$ cat src/design/mdt_pkg.sv
// shared types, constants and helpers for the multi-character delimiter tokenizer
`timescale 1ns / 1ps

package mdt_pkg;

    // field and register widths
    localparam int CHAR_W          = 8;
    localparam int LEN_W           = 4;
    localparam int DELIM_BYTES     = 8;
    localparam int DCHARS_W        = CHAR_W * DELIM_BYTES;
    localparam int TLEN_W          = 8;
    localparam int CFG_IDX_W       = 2;
    localparam int CFG_DATA_W      = DCHARS_W;
    localparam int MAX_DELIM_DEF   = 8;

    // register reset values
    localparam logic [LEN_W-1:0]  DELIM_LENGTH_RST = '0;
    localparam logic [TLEN_W-1:0] MAX_TOKEN_RST    = 8'd255;

    // configuration register indexes
    typedef enum logic [CFG_IDX_W-1:0] {
        REG_DELIM_LENGTH = 2'd0,
        REG_DELIM_CHARS  = 2'd1,
        REG_MAX_TOKEN    = 2'd2
    } cfg_reg_t;

    // where the tokenizer stands within the string
    typedef enum logic [1:0] {
        PH_LEAD    = 2'd0,
        PH_TOKEN   = 2'd1,
        PH_BETWEEN = 2'd2
    } phase_t;

    // one result transaction
    typedef struct packed {
        logic [CHAR_W-1:0] token_char;
        logic              char_valid;
        logic              token_end;
        logic              last_of_run;
    } result_t;

    // controller to datapath commands
    typedef struct packed {
        logic load;
        logic search;
        logic flush;
        logic close;
        logic drain;
    } dp_cmd_t;

    // datapath to controller status
    typedef struct packed {
        logic loop_done;
        logic buf_empty;
        logic search_ok;
        logic flush_ok;
        logic close_ok;
        logic drain_ok;
        logic pend_valid;
        logic end_seen;
    } dp_status_t;

    // pick delimiter character idx out of the packed register
    function automatic logic [CHAR_W-1:0] delim_byte(
        input logic [DCHARS_W-1:0] chars,
        input logic [2:0]          idx
    );
        delim_byte = chars[CHAR_W*idx +: CHAR_W];
    endfunction

endpackage

$ cat src/design/mdt_char_if.sv
// character input channel
`timescale 1ns / 1ps

interface mdt_char_if;
    logic       valid;
    logic       ready;
    logic [7:0] char_in;
    logic       string_end;

    modport source (output valid, output char_in, output string_end, input ready);
    modport sink   (input valid, input char_in, input string_end, output ready);
endinterface

$ cat src/design/mdt_token_if.sv
// token result channel
`timescale 1ns / 1ps

interface mdt_token_if;
    logic       valid;
    logic       ready;
    logic [7:0] token_char;
    logic       char_valid;
    logic       token_end;
    logic       last_of_run;

    modport source (output valid, output token_char, output char_valid,
                    output token_end, output last_of_run, input ready);
    modport sink   (input valid, input token_char, input char_valid,
                    input token_end, input last_of_run, output ready);
endinterface

$ cat src/design/mdt_ctrl.sv
// sequencing state machine of the tokenizer
`timescale 1ns / 1ps

module mdt_ctrl
    import mdt_pkg::*;
(
    input  logic       clk,
    input  logic       rst_n,
    input  logic       in_valid,
    output logic       in_ready,
    input  dp_status_t status,
    output dp_cmd_t    cmd
);

    typedef enum logic [4:0] {
        S_IDLE  = 5'b00001,
        S_RUN   = 5'b00010,
        S_FLUSH = 5'b00100,
        S_CLOSE = 5'b01000,
        S_FIN   = 5'b10000
    } state_t;

    state_t state_reg;
    state_t state_next;

    // state register
    always_ff @(posedge clk or negedge rst_n)
    begin
        if (!rst_n)
        begin
            state_reg <= S_IDLE;
        end
        else
        begin
            state_reg <= state_next;
        end
    end

    // next state and commands
    always_comb
    begin
        state_next = state_reg;
        cmd        = '0;
        case (state_reg)
            S_IDLE:
            begin
                if (in_valid)
                begin
                    cmd.load   = 1'b1;
                    state_next = S_RUN;
                end
            end
            S_RUN:
            begin
                if (status.loop_done)
                begin
                    if (status.end_seen)
                    begin
                        state_next = S_FLUSH;
                    end
                    else if (status.pend_valid)
                    begin
                        state_next = S_FIN;
                    end
                    else
                    begin
                        state_next = S_IDLE;
                    end
                end
                else if (status.search_ok)
                begin
                    cmd.search = 1'b1;
                end
            end
            S_FLUSH:
            begin
                if (status.buf_empty)
                begin
                    state_next = S_CLOSE;
                end
                else if (status.flush_ok)
                begin
                    cmd.flush = 1'b1;
                end
            end
            S_CLOSE:
            begin
                if (status.close_ok)
                begin
                    cmd.close  = 1'b1;
                    state_next = S_FIN;
                end
            end
            S_FIN:
            begin
                if (!status.pend_valid)
                begin
                    state_next = S_IDLE;
                end
                else if (status.drain_ok)
                begin
                    cmd.drain  = 1'b1;
                    state_next = S_IDLE;
                end
            end
            default:
            begin
                state_next = S_IDLE;
            end
        endcase
    end

    assign in_ready = (state_reg == S_IDLE);

endmodule

$ cat src/design/mdt_datapath.sv
// held characters, match search, token state and result registers
`timescale 1ns / 1ps

module mdt_datapath
    import mdt_pkg::*;
#(
    parameter int MAX_DELIM = MAX_DELIM_DEF
)
(
    input  logic                  clk,
    input  logic                  rst_n,
    input  logic                  cfg_we,
    input  logic [CFG_IDX_W-1:0]  cfg_index,
    input  logic [CFG_DATA_W-1:0] cfg_data,
    input  logic [CHAR_W-1:0]     char_in,
    input  logic                  string_end,
    input  dp_cmd_t               cmd,
    output dp_status_t            status,
    output logic                  out_valid,
    input  logic                  out_ready,
    output result_t               out_res
);

    localparam int DEPTH = MAX_DELIM + 1;
    localparam int IDX_W = $clog2(DEPTH);
    localparam int CNT_W = $clog2(DEPTH + 1);

    // configuration registers
    logic [LEN_W-1:0]    delim_length_reg;
    logic [DCHARS_W-1:0] delim_chars_reg;
    logic [TLEN_W-1:0]   max_token_reg;

    // search state
    logic [CHAR_W-1:0] work_reg  [DEPTH];
    logic [CHAR_W-1:0] work_next [DEPTH];
    logic [CHAR_W-1:0] work_sh   [DEPTH];
    logic [CNT_W-1:0]  n_reg, n_next;
    logic [CNT_W-1:0]  k_reg, k_next;
    logic [TLEN_W-1:0] tl_reg, tl_next;
    phase_t            phase_reg, phase_next;
    logic              open_reg, open_next;
    logic              end_reg, end_next;

    // result staging
    result_t pend_reg, pend_next;
    logic    pend_valid_reg, pend_valid_next;
    result_t out_reg, out_next;
    logic    out_valid_reg, out_valid_next;

    logic [LEN_W-1:0]  d_sat;
    logic [CHAR_W-1:0] cur_char;
    logic [CNT_W-1:0]  k_inc;
    logic [CNT_W-1:0]  shift_amt;
    logic              hit;
    logic              hit_full;
    logic              tl_room;
    logic              search_emit;
    logic              close_emit;
    logic              slot_ok;
    logic              out_free;
    logic              emit;
    result_t           new_res;

    // configuration writes
    always_ff @(posedge clk or negedge rst_n)
    begin
        if (!rst_n)
        begin
            delim_length_reg <= DELIM_LENGTH_RST;
            delim_chars_reg  <= '0;
            max_token_reg    <= MAX_TOKEN_RST;
        end
        else if (cfg_we)
        begin
            case (cfg_index)
                REG_DELIM_LENGTH: delim_length_reg <= cfg_data[LEN_W-1:0];
                REG_DELIM_CHARS:  delim_chars_reg  <= cfg_data[DCHARS_W-1:0];
                REG_MAX_TOKEN:    max_token_reg    <= cfg_data[TLEN_W-1:0];
                default:          ;
            endcase
        end
    end

    // compare of the character at the match offset
    assign d_sat     = (delim_length_reg > LEN_W'(MAX_DELIM)) ? LEN_W'(MAX_DELIM)
                                                                : delim_length_reg;
    assign cur_char  = work_reg[k_reg[IDX_W-1:0]];
    assign k_inc     = k_reg + 1'b1;
    assign hit       = (d_sat != '0) && (cur_char == delim_byte(delim_chars_reg, 3'(k_reg)));
    assign hit_full  = hit && (LEN_W'(k_inc) == d_sat);
    assign tl_room   = (tl_reg < max_token_reg);
    assign shift_amt = (cmd.search && hit_full) ? CNT_W'(d_sat) : CNT_W'(1);

    // whether a step would produce a result, and room for it
    assign search_emit = hit ? (hit_full && (phase_reg == PH_TOKEN)) : tl_room;
    assign close_emit  = open_reg || (phase_reg == PH_LEAD);
    assign out_free    = !out_valid_reg || out_ready;
    assign slot_ok     = !pend_valid_reg || out_free;

    assign status.loop_done  = (k_reg == n_reg);
    assign status.buf_empty  = (n_reg == '0);
    assign status.search_ok  = !search_emit || slot_ok;
    assign status.flush_ok   = !tl_room || slot_ok;
    assign status.close_ok   = !close_emit || slot_ok;
    assign status.drain_ok   = pend_valid_reg && out_free;
    assign status.pend_valid = pend_valid_reg;
    assign status.end_seen   = end_reg;

    // held characters moved toward the front
    always_comb
    begin
        for (int i = 0; i < DEPTH; i++)
        begin
            if (i + int'(shift_amt) < DEPTH)
            begin
                work_sh[i] = work_reg[IDX_W'(i + int'(shift_amt))];
            end
            else
            begin
                work_sh[i] = work_reg[i];
            end
        end
    end

    // one load, search, flush or close step
    always_comb
    begin
        work_next  = work_reg;
        n_next     = n_reg;
        k_next     = k_reg;
        tl_next    = tl_reg;
        phase_next = phase_reg;
        open_next  = open_reg;
        end_next   = end_reg;
        emit       = 1'b0;
        new_res    = '0;

        if (cmd.load)
        begin
            work_next[n_reg[IDX_W-1:0]] = char_in;
            n_next   = n_reg + 1'b1;
            k_next   = '0;
            end_next = string_end;
        end

        if (cmd.search)
        begin
            if (hit)
            begin
                if (hit_full)
                begin
                    work_next = work_sh;
                    n_next    = n_reg - CNT_W'(d_sat);
                    k_next    = '0;
                    if (phase_reg == PH_TOKEN)
                    begin
                        emit              = 1'b1;
                        new_res.token_end = 1'b1;
                        tl_next           = '0;
                        open_next         = 1'b0;
                        phase_next        = PH_BETWEEN;
                    end
                end
                else
                begin
                    k_next = k_inc;
                end
            end
            else
            begin
                // oldest held character joins the token if there is room
                phase_next = PH_TOKEN;
                open_next  = 1'b1;
                if (tl_room)
                begin
                    emit               = 1'b1;
                    new_res.token_char = work_reg[0];
                    new_res.char_valid = 1'b1;
                    tl_next            = tl_reg + 1'b1;
                end
                work_next = work_sh;
                n_next    = n_reg - 1'b1;
                k_next    = '0;
            end
        end

        if (cmd.flush)
        begin
            phase_next = PH_TOKEN;
            open_next  = 1'b1;
            if (tl_room)
            begin
                emit               = 1'b1;
                new_res.token_char = work_reg[0];
                new_res.char_valid = 1'b1;
                tl_next            = tl_reg + 1'b1;
            end
            work_next = work_sh;
            n_next    = n_reg - 1'b1;
        end

        if (cmd.close)
        begin
            if (close_emit)
            begin
                emit              = 1'b1;
                new_res.token_end = 1'b1;
            end
            phase_next = PH_LEAD;
            n_next     = '0;
            k_next     = '0;
            tl_next    = '0;
            open_next  = 1'b0;
            end_next   = 1'b0;
        end
    end

    // pending result and output register
    always_comb
    begin
        pend_next       = pend_reg;
        pend_valid_next = pend_valid_reg;
        out_next        = out_reg;
        out_valid_next  = out_valid_reg;

        if (out_ready)
        begin
            out_valid_next = 1'b0;
        end

        if (emit)
        begin
            if (pend_valid_reg)
            begin
                out_next             = pend_reg;
                out_next.last_of_run = 1'b0;
                out_valid_next       = 1'b1;
            end
            pend_next       = new_res;
            pend_valid_next = 1'b1;
        end
        else if (cmd.drain)
        begin
            out_next             = pend_reg;
            out_next.last_of_run = 1'b1;
            out_valid_next       = 1'b1;
            pend_valid_next      = 1'b0;
        end
    end

    // control state
    always_ff @(posedge clk or negedge rst_n)
    begin
        if (!rst_n)
        begin
            n_reg          <= '0;
            k_reg          <= '0;
            tl_reg         <= '0;
            phase_reg      <= PH_LEAD;
            open_reg       <= 1'b0;
            end_reg        <= 1'b0;
            pend_valid_reg <= 1'b0;
            out_valid_reg  <= 1'b0;
        end
        else
        begin
            n_reg          <= n_next;
            k_reg          <= k_next;
            tl_reg         <= tl_next;
            phase_reg      <= phase_next;
            open_reg       <= open_next;
            end_reg        <= end_next;
            pend_valid_reg <= pend_valid_next;
            out_valid_reg  <= out_valid_next;
        end
    end

    // payload registers
    always_ff @(posedge clk)
    begin
        work_reg <= work_next;
        pend_reg <= pend_next;
        out_reg  <= out_next;
    end

    assign out_valid = out_valid_reg;
    assign out_res   = out_reg;

endmodule

$ cat src/design/multichar_delimiter_tokenizer.sv
// Splits a character stream into tokens at a multi-character delimiter.
// Steps: accept the character, search steps over the held characters (more after failed
// partial matches), end of the search; on string end a flush step per held character and a
// close step; then release of the pending result.
// Throughput: one character at a time; the shared compare step and output stalls set it.
// Reset (rst_n, asynchronous): registers to defaults, control idle; held chars undefined.
`timescale 1ns / 1ps

module multichar_delimiter_tokenizer
    import mdt_pkg::*;
#(
    parameter int MAX_DELIM = MAX_DELIM_DEF
)
(
    input  logic                  clk,
    input  logic                  rst_n,
    input  logic                  cfg_we,
    input  logic [CFG_IDX_W-1:0]  cfg_index,
    input  logic [CFG_DATA_W-1:0] cfg_data,
    mdt_char_if.sink              chars,
    mdt_token_if.source           tokens
);

    dp_cmd_t    cmd;
    dp_status_t status;
    result_t    out_res;

    // sequencing
    mdt_ctrl u_ctrl (
        .clk      (clk),
        .rst_n    (rst_n),
        .in_valid (chars.valid),
        .in_ready (chars.ready),
        .status   (status),
        .cmd      (cmd)
    );

    // search and result datapath
    mdt_datapath #(
        .MAX_DELIM (MAX_DELIM)
    ) u_datapath (
        .clk        (clk),
        .rst_n      (rst_n),
        .cfg_we     (cfg_we),
        .cfg_index  (cfg_index),
        .cfg_data   (cfg_data),
        .char_in    (chars.char_in),
        .string_end (chars.string_end),
        .cmd        (cmd),
        .status     (status),
        .out_valid  (tokens.valid),
        .out_ready  (tokens.ready),
        .out_res    (out_res)
    );

    // result fields onto the channel
    assign tokens.token_char  = out_res.token_char;
    assign tokens.char_valid  = out_res.char_valid;
    assign tokens.token_end   = out_res.token_end;
    assign tokens.last_of_run = out_res.last_of_run;

endmodule
$ cat src/flat_wrapper.sv
// flat-port wrapper written by rule: the top's interface ports become plain ports
module multichar_delimiter_tokenizer_flat import mdt_pkg::*;
#(
    parameter int MAX_DELIM = MAX_DELIM_DEF
)
  (clk, rst_n, cfg_we, cfg_index, cfg_data, chars_valid, chars_char_in, chars_string_end, chars_ready, tokens_valid, tokens_token_char, tokens_char_valid, tokens_token_end, tokens_last_of_run, tokens_ready);
  mdt_char_if chars_i ();
  mdt_token_if tokens_i ();
  input  logic clk;
  input  logic rst_n;
  input  logic cfg_we;
  input  logic [CFG_IDX_W-1:0] cfg_index;
  input  logic [CFG_DATA_W-1:0] cfg_data;
  input wire logic [$bits(chars_i.valid)-1:0] chars_valid;
  input wire logic [$bits(chars_i.char_in)-1:0] chars_char_in;
  input wire logic [$bits(chars_i.string_end)-1:0] chars_string_end;
  output wire logic [$bits(chars_i.ready)-1:0] chars_ready;
  output wire logic [$bits(tokens_i.valid)-1:0] tokens_valid;
  output wire logic [$bits(tokens_i.token_char)-1:0] tokens_token_char;
  output wire logic [$bits(tokens_i.char_valid)-1:0] tokens_char_valid;
  output wire logic [$bits(tokens_i.token_end)-1:0] tokens_token_end;
  output wire logic [$bits(tokens_i.last_of_run)-1:0] tokens_last_of_run;
  input wire logic [$bits(tokens_i.ready)-1:0] tokens_ready;
  assign chars_i.valid = chars_valid;
  assign chars_i.char_in = chars_char_in;
  assign chars_i.string_end = chars_string_end;
  assign chars_ready = chars_i.ready;
  assign tokens_valid = tokens_i.valid;
  assign tokens_token_char = tokens_i.token_char;
  assign tokens_char_valid = tokens_i.char_valid;
  assign tokens_token_end = tokens_i.token_end;
  assign tokens_last_of_run = tokens_i.last_of_run;
  assign tokens_i.ready = tokens_ready;
  multichar_delimiter_tokenizer #(.MAX_DELIM(MAX_DELIM)) u_core (.clk(clk), .rst_n(rst_n), .cfg_we(cfg_we), .cfg_index(cfg_index), .cfg_data(cfg_data), .chars(chars_i), .tokens(tokens_i));
endmodule
$ cat config.mk
export PLATFORM = sky130hd
export DESIGN_NAME = multichar_delimiter_tokenizer_flat
export DESIGN_NICKNAME = d
export VERILOG_FILES = /design/src/design/mdt_pkg.sv /design/src/design/mdt_char_if.sv /design/src/design/mdt_token_if.sv /design/src/design/mdt_ctrl.sv /design/src/design/mdt_datapath.sv /design/src/design/multichar_delimiter_tokenizer.sv /design/src/flat_wrapper.sv
export SDC_FILE = /design/constraint.sdc
export NUM_CORES = 1
export LEC_CHECK = 0
export BUFFER_PORTS_ARGS = -buffer_cell sky130_fd_sc_hd__buf_2
export CAP_MARGIN = 30
export CORE_MARGIN = 5
export CORE_UTILIZATION = 30
export DETAILED_ROUTE_END_ITERATION = 16
export PLACE_DENSITY_LB_ADDON = 0.25
export RECOVER_POWER = 100
export SLEW_MARGIN = 15
export SYNTH_ARGS = -nofsm -noshare
export SYNTH_HDL_FRONTEND = slang
export SYNTH_SLANG_ARGS = --single-unit
$ cat constraint.sdc
create_clock -name clk -period 7.3 [get_ports clk]
set_input_delay 1.46 -clock clk [delete_from_list [all_inputs] [get_ports clk]]
set_output_delay 1.46 -clock clk [all_outputs]
set_load 0.01 [all_outputs]
======== After elaboration in Yosys (flattened, before gate mapping) ========
Index checks and enable logic that the tools add are counted.
storage, ports and cells
  word-level logic and storage cells ...... 257
  output and inout bits ................... 13
  input port bits ......................... 80
  register bits ........................... 196
operators by class
  add/sub/neg operators ................... 13
  bitwise logic cells ..................... 11
  shifts and indexed selects .............. 1
  reductions and logical operators ........ 31
  mux-type cells .......................... 131
  equal/unequal tests ..................... 19
  $lt $le $gt $ge ......................... 23
operator list
  kind                   number
  $mux W72               5
  $bmux W8 S4            10
  $mux W8                38
  $lt A32 B5 Y1 const B  8
  $bwmux W72             1
  $shiftx A64 B7 Y8      1
  $mux W4                13
  $ge A4 B5 Y1 const B   9
  $mux W1                40
  $mux W5                8
  $mux W9                4
  $not A4 Y4             9
  $mux W11               3
  $demux W8 S4           1
  $pmux W5 S5            1
  $add A3 B4 Y5 const A  4
  $mux W2                6
  $add A2 B4 Y5 const A  2
  $ge A5 B5 Y1 const B   2
  $mux W10               1
  $not A4 Y5             2
  $add A4 B1 Y4 const B  2
  $add A8 B1 Y8 const B  1
  $eq A4 B4 Y1           2
  other kinds (31)       56

======== Logic depth before layout (Yosys ltp) ========
Gate-level depths: netlist (run 1).
  depth after elaboration ................. 26
  mapped depth ............................ 20
  gate-level depth less buffers ........... 16

======== Modules after synthesis ========
Synthesis (run 1) repeated with hierarchy kept, for this count alone.
second synthesis, totals
  cells, all modules ...................... 1,405
  area, all modules ....................... 13,733.2 um2
modules (own cells, without submodules)
  module        cells an instance  instances  seq. area each (um2)  area an instance (um2)
  mdt_datapath  1,363              1          4,509.3               13,367.8
  mdt_ctrl      42                 1          126.4                 365.4

======== Least setup slack after synthesis (run 1) ========
No wires, ideal clock.
  kind .................................... in2reg
  start point ............................. in tokens_ready
  end point ............................... reg u_core.u_datapath.work_reg[48] in the netlist's numbering
  path buffers ............................ 3
  data required time ...................... 7.170 ns
  setup slack ............................. 2.740 ns
  arrival ................................. 4.429 ns
  library setup time ...................... 0.130 ns
  stages on the path ...................... 15
  path through ............................ nand2b_1 nor2_1 a311oi_1 nand3_1 nor3_1 nand3_1 inv_1 buf_2 ha_1 clkbuf_1 clkbuf_1 o21ai_0 a21oi_1 a221o_1 o211ai_1
RTL lines
  item                  line                 source
  start, declared       flat_wrapper.sv:23   input wire logic [$bits(tokens_i.ready)-1:0] tokens_ready;
  end signal, assigned  mdt_datapath.sv:281  work_reg <= work_next;
  end, declared         mdt_datapath.sv:34   logic [CHAR_W-1:0] work_reg [DEPTH];

==> results of run 1 <==
-- worst max-delay path by stage --
stage | end | cells past startpoint | start | slack (ps)
floorplan | u_core.u_datapath.work_reg[48] | 15 | tokens_ready | 2740
global placement | u_core.u_datapath.out_res[4] | 10 | u_core.u_datapath.k_reg[0] | 1670
detailed placement | u_core.u_datapath.work_reg[53] | 14 | u_core.u_datapath.k_reg[0] | 1700
CTS | u_core.u_datapath.work_reg[48] | 14 | u_core.u_datapath.k_reg[0] | 1680
global route | u_core.u_datapath.work_reg[51] | 14 | u_core.u_datapath.k_reg[0] | 680
finish | u_core.u_datapath.work_reg[51] | 14 | u_core.u_datapath.k_reg[0] | 1050
-- critical path: cells and delay by family, from the launching register on --
family,cells,cell delay (ps)
muxes,2,810
DFF,1,1480
buffers and inverters,3,1030
and+or+nand+nor,3,740
AOI/OAI and AO/OA,5,1360
adders and majority gates,1,680
-- metal layers --
layer	vias up	wire length, um	track usage (%)
met2	749	25000	34.0
met1	6106	23700	30.0
met5	-	0	0
met4	0	2970	12.5
li1	5474	-	-
met3	189	5990	6.24
-- Yosys cell counts (22+ instances only) --
cell        n
nand2_1   134
mux2i_1   104
dfrtp_1    93
mux2_2     92
nor2_1     92
dfxtp_1    72
a21oi_1    62
clkbuf_1   58
o21ai_0    55
nand3_1    49
a221o_1    36
a22oi_1    35
inv_1      31
mux4_2     27
nor3_1     24
o211ai_1   24
buf_2      22
-- area by class of cell --
| class | instances | area (um^2) |
|---|---|---|
| fill | 4600 | 29300 |
| sequential | 195 | 4640 |
| tap | 592 | 741 |
| clock inverter | 13 | 151 |
| inverter | 34 | 128 |
| timing repair buffer | 138 | 788 |
| antenna | 2 | 5.00 |
| multi-input combinational | 1076 | 8100 |
| clock buffer | 19 | 464 |
-- stage by stage --
step	hold slack, ps	std cells
6_report	422	2069
5_1_grt	427	2067
4_1_cts	423	2065
3_5_place_dp	406	2033
3_3_place_gp	405	2029
2_1_floorplan	400	1420
-- power by group --
part | internal, mW | total (mW) | switching (mW)
registers | 1.41 | 2.03 | 0.617
logic | 0.799 | 1.93 | 1.13
clock network | 0.488 | 1.00 | 0.512
total | 2.70 | 4.96 | 2.26
-- cells by family (layout without fill, tap and decap cells) --
logic type,count (synthesis),in the layout,synth area share [%]
adder cells (fa/ha/maj),21,21,2.01
other,0,2,0
AND/OR/NAND/NOR,412,412,15.0
flip-flops,195,195,34.4
AO/OA/AOI/OAI,405,405,22.4
XOR/XNOR,12,12,0.835
buffers and inverters,149,204,5.24
multiplexers,226,226,20.2
==> flow_summary_export.csv, run 1 <==
group,metric,value,unit
pwr,pwr_density_cell,330,mW/mm^2
sta,skew,18.8,ps
clocking,clk_pin_slew,80,ps
clocking,clockRootBuffer,"clkbuf_16",
min_path,hold_class,"reg2reg",
floorplan,core_area,0.0443,mm^2
min_path,hold_depth,0,
worst_setup_path,reg2reg_to,"u_core.u_datapath.work_reg[51]",
worst_setup_path,r2r_cells,14,
clocking,numCtsBuffers,17,
run,max_cap_violations,3,
worst_setup_path,crit_path_max_incr_delay,1480,ps
layout,mostFrequentLayoutCells,"nand2_1, mux2i_1, nor2_1, dfrtp_1, mux2_2",
yosys,yosysUniqueCellTypes,99,
clocking,cts_buffer_depth,2,
detailed_routing,dr.pass1.iters,8,
worst_setup_path,r2r_slack,1050,ps
worst_setup_path,crit_type,"reg2reg",
floorplan,boundaryPins,93,
layout,postLayoutCellArea,0.0150,mm^2
detailed_routing,drt_iter0_markers,1428,
detailed_routing,drc,0,
pwr,p_leak,5.89,nW
yosys,syn-cell-area,0.0135,mm^2
layout,utilization,33.9,%
clocking,postCtsSetupRepairBufs,0,
worst_setup_path,cp_cell_sequence,"buf_4 -> mux4_2 -> mux2i_1 -> a2bb2oi_1 -> nand4_2 -> nor3_2 -> nand3_1 -> buf_4 -> inv_1 -> ha_1 -> o21ai_0 -> a21oi_1 -> a221o_1 -> o211ai_1",
worst_setup_path,worst_setup_path_start_kind,"flop",
sta,rsz0062_at_grt,"no",
yosys,synth_nets,1521,
grt,grt_usage,22.8,%
worst_setup_path,cp_max_fo,34,
layout,layout_commonest_cell,"nand2_1",
layout,final_nets,1563,
grt,antenna_found_initial,2,
worst_setup_path,critPathSlowestCell,"dfrtp_1",
placed_design,dpl_cell_area,0.0145,mm^2
sta,finalMaxSlewViolations,130,
floorplan,fp-row-count,77,
status,violations,"capacitance limit, slew limit",
detailed_routing,vias,12518,
sta,slew_headroom,-125,%
detailed_routing,wl_per_cell,27.9,um
yosys,seq_area_frac_synth,34.4,%
detailed_routing,ant_nets,0,
sta,fin_crit,6250,ps
worst_setup_path,arrival,6630,ps
sta,finalSetupViolations,0,
placed_design,gp_congestion,1.02,
yosys,synth-edff-count,21,
yosys,async_flop_share,52.3,%
clocking,clk_latency,510,ps
floorplan,start_util,30.4,%
yosys,synthFlopType,"dfrtp_1",
clocking,cts_tree,"yes",
worst_setup_path,required,7680,ps
layout,drive_above_1_share,21.1,%
yosys,syn_avg_cell_area,9.49,um^2
worst_setup_path,r2r_start,"u_core.u_datapath.k_reg[0]",
floorplan,die_x,222,um
min_path,hold_end,"u_core.u_datapath.out_res[3]",
grt,grt_start_max_net_pins,65,
sta,fin_crit_sh,85.6,%
yosys,synth_top_area_cell,"dfrtp_1",
yosys,synthTopCellsByArea,"dfrtp_1, dfxtp_1, mux2i_1, mux2_2, edfxtp_1",
clocking,hold_buffers,0,
sta,worst_pin_slew,3370,ps
placed_design,dp_hpwl,40900,um
grt,grt_pass1_wl,84400,um
yosys,ys_ff_latch,195,
sta,fin_ws,1050,ps
floorplan,die_y,222,um
worst_setup_path,end_kind,"flop",
placed_design,port_buffers,92,
yosys,synth_top_area_share,17.3,%
layout,largest_reg_flops,72,
layout,area_growth,11.4,%
detailed_routing,drt_wl_total,57700,um
floorplan,die_area,0.0493,mm^2
yosys,synthCells,1420,
pwr,peakVddDrop,153,uV
detailed_routing,viasPerCell,6.05,
yosys,yosys_warnings,0,
worst_setup_path,cpMostUsedCell,"buf_4",
clocking,clkSinkCount,195,
placed_design,dp_slack,1700,ps
sta,hold_viol,0,
clocking,cts_resized,0,
sta,fmax,160,MHz
clocking,cts_max_level,4,
grt,grt_pass1_vias,12322,
pwr,p_total,4.96,mW
grt,overflow,0,
status,status,"finished with violations",
min_path,hp-start,"u_core.u_datapath.pend_reg[3]",
sta,setup_tns,0,ps
Note: power is estimated with default switching activity, not from simulation.
==> run 2: changes to the inputs <==
- ABC_AREA: not set -> 1
- GPL_TIMING_DRIVEN: not set -> 0
- RECOVER_POWER: 100 -> 50
==> run 2 against run 1 <==
The flow now finishes without violations. Highest routed layer is now met5. Sequential cell count unchanged. Combinational power up 40%. Die area up 3.7%.
==> flow_summary_export.csv, run 2 <==
group,metric,value,unit
clocking,clkSinkCount,195,
placed_design,gp_congestion,1.08,
sta,worst_pin_slew,1420,ps
clocking,clk_pin_slew,80,ps
sta,fin_crit_sh,74.3,%
clocking,cts_max_level,4,
clocking,hold_buffers,0,
run,max_cap_violations,0,
worst_setup_path,end_kind,"flop",
grt,grt_pass1_vias,15013,
clocking,numCtsBuffers,17,
detailed_routing,ant_nets,0,
yosys,yosysMostFrequentCell,"nand2_1",
min_path,hold_class,"reg2reg",
placed_design,port_buffers,92,
floorplan,die_area,0.0511,mm^2
layout,area_growth,12.9,%
grt,grt_start_max_net_pins,79,
worst_setup_path,crit_type,"reg2reg",
grt,overflow,0,
yosys,synth_nets,2212,
pwr,p_leak,7.81,nW
sta,rsz0062_at_grt,"no",
floorplan,fp-row-count,79,
detailed_routing,dr.pass1.iters,9,
layout,drive_above_1_share,12.0,%
clocking,cts_resized,0,
yosys,ys_ff_latch,195,
floorplan,start_util,30.2,%
status,status,"finished, final reports clean",
yosys,synthFlopType,"dfrtp_1",
clocking,cts_tree,"yes",
sta,skew,19.1,ps
worst_setup_path,worstSetupStartpoint,"u_core.u_datapath.k_reg[1]",
yosys,synthTopCellsByArea,"dfrtp_1, nand2_1, dfxtp_1, nand3_1, a21oi_1",
yosys,synth_top_area_cell,"dfrtp_1",
layout,layout_commonest_cell,"nand2_1",
clocking,postCtsSetupRepairBufs,0,
clocking,cts_buffer_depth,2,
pwr,peakVddDrop,180,uV
sta,finalMaxSlewViolations,0,
layout,n_fill_cell,5040,
detailed_routing,drt_wl_total,66800,um
clocking,clk_latency,480,ps
yosys,syn-cell-area,0.0140,mm^2
placed_design,dp_hpwl,52200,um
worst_setup_path,arrival,5840,ps
sta,slew_headroom,5.33,%
detailed_routing,viasPerCell,5.56,
yosys,netlist_top_cells_count,"nand2_1, nand3_1, a21oi_1",
worst_setup_path,worst_setup_path_start_kind,"flop",
grt,antenna_found_initial,1,
worst_setup_path,cp_max_fo,11,
worst_setup_path,r2r_start,"u_core.u_datapath.k_reg[1]",
sta,hold_viol,0,
worst_setup_path,r2r_slack,1870,ps
detailed_routing,drt_iter0_markers,2048,
sta,fmax,184,MHz
yosys,yosys_warnings,0,
yosys,synthCells,2111,
sta,fin_crit,5430,ps
layout,num_antenna_cells,0,
yosys,yosysUniqueCellTypes,56,
floorplan,core_area,0.0464,mm^2
detailed_routing,wl_per_cell,23.5,um
worst_setup_path,r2r_cells,25,
sta,setup_tns,0,ps
yosys,seq_area_frac_synth,33.1,%
floorplan,die_y,226,um
sta,finalSetupViolations,0,
detailed_routing,vias,15808,
floorplan,die_x,226,um
layout,final_nets,2324,
sta,holdWs,406,ps
yosys,synth_top_area_share,16.6,%
grt,grt_pass1_wl,97200,um
layout,mostFrequentLayoutCells,"nand2_1, nand3_1, a21oi_1, inv_1, nor2_1",
yosys,syn_avg_cell_area,6.64,um^2
yosys,synth-edff-count,21,
grt,grt_usage,25.6,%
floorplan,boundaryPins,93,
pwr,pwr_density_cell,348,mW/mm^2
clocking,clockRootBuffer,"clkbuf_16",
layout,largest_reg_flops,72,
pwr,p_total,5.51,mW
worst_setup_path,reg2reg_to,"u_core.u_datapath.work_reg[29]",
yosys,async_flop_share,52.3,%
detailed_routing,drc,0,
worst_setup_path,required,7710,ps
worst_setup_path,setup.worst_path.end,"u_core.u_datapath.work_reg[29]",
[run 2: cell families (layout without fill, tap and decap cells)]
logic type | count (synthesis) | in the layout | share of synthesized area [%]
compound gates | 428 | 428 | 17.1
xor+xnor | 20 | 20 | 1.25
fa+ha+maj | 21 | 21 | 1.93
buf+inv | 328 | 453 | 10.1
flops | 195 | 195 | 33.1
mux | 34 | 34 | 2.73
simple gates | 1085 | 1085 | 33.7
[run 2: worst min path at each step]
| stage | start | to | slack (ps) | cells after the start |
|---|---|---|---|---|
| after floorplan | u_core.u_datapath.pend_reg[10] | u_core.u_datapath.out_res[10] | 400 | 0 |
| after global placement | u_core.u_datapath.pend_reg[2] | u_core.u_datapath.out_res[2] | 400 | 0 |
| after detailed placement | u_core.u_datapath.pend_reg[3] | u_core.u_datapath.out_res[3] | 410 | 0 |
| after CTS | u_core.u_datapath.pend_reg[5] | u_core.u_datapath.out_res[5] | 410 | 0 |
| after global routing | u_core.u_datapath.pend_reg[5] | u_core.u_datapath.out_res[5] | 430 | 0 |
| final | u_core.u_datapath.pend_reg[5] | u_core.u_datapath.out_res[5] | 410 | 0 |
[run 2: metrics by stage]
| step | utilization (%) | worst slack [ps] | instance area, um^2 | std cells |
|---|---|---|---|---|
| 6_report | 34.1 | 1870 | 15800 | 2843 |
| 5_1_grt | 34.1 | 1600 | 15800 | 2843 |
| 4_1_cts | 34.1 | 1910 | 15800 | 2843 |
| 3_5_place_dp | 32.9 | 1990 | 15300 | 2811 |
| 3_3_place_gp | 32.8 | 1960 | 15200 | 2810 |
| 2_1_floorplan | - | 3480 | 14000 | 2111 |
[run 2: power by group]
part,internal (mW),switching [mW]
Sequential,1.45,0.407
Clock,0.459,0.482
Combinational,0.844,1.86
Total,2.75,2.75
[run 2: routing by layer]
| metal | share of wire [%] | up-vias | wire length [um] | global-route usage [%] |
|---|---|---|---|---|
| met1 | 42 | 7463 | 27700 | 33.8 |
| met4 | 6.2 | 2 | 4130 | 13.2 |
| li1 | - | 7254 | - | - |
| met3 | 9.8 | 206 | 6580 | 6.51 |
| met2 | 42 | 883 | 28400 | 38.9 |
| met5 | 0.030 | - | 20 | 0.0949 |
[run 2: critical path, cell delays in order, from the launching register on]
cell	delay, ps
dfrtp_1	470
inv_2	90
clkbuf_1	540
nand3_1	150
nand3_1	170
nand3_1	130
nand2_1	100
nor2_1	50
nor2_1	120
nand3_2	180
nor2_4	190
nand3_2	150
nand2_2	130
nand2_2	70
nand2_2	240
nor2_8	100
nand2_4	130
inv_2	100
clkbuf_1	350
ha_1	370
inv_1	130
nand2_1	130
a21oi_2	500
inv_1	290
a21oi_1	290
o21a_1	140
[run 2: layout make-up]
type,count,area (um^2),share of cell area (%)
buffer,118,632,4.00
sequential,195,4640,29.3
inverter,210,788,4.99
clock buffer,19,443,2.80
clock inverter,13,121,0.768
tap,607,759,4.80
timing repair buffer,93,477,3.02
multi-input combinational,1588,7950,50.3
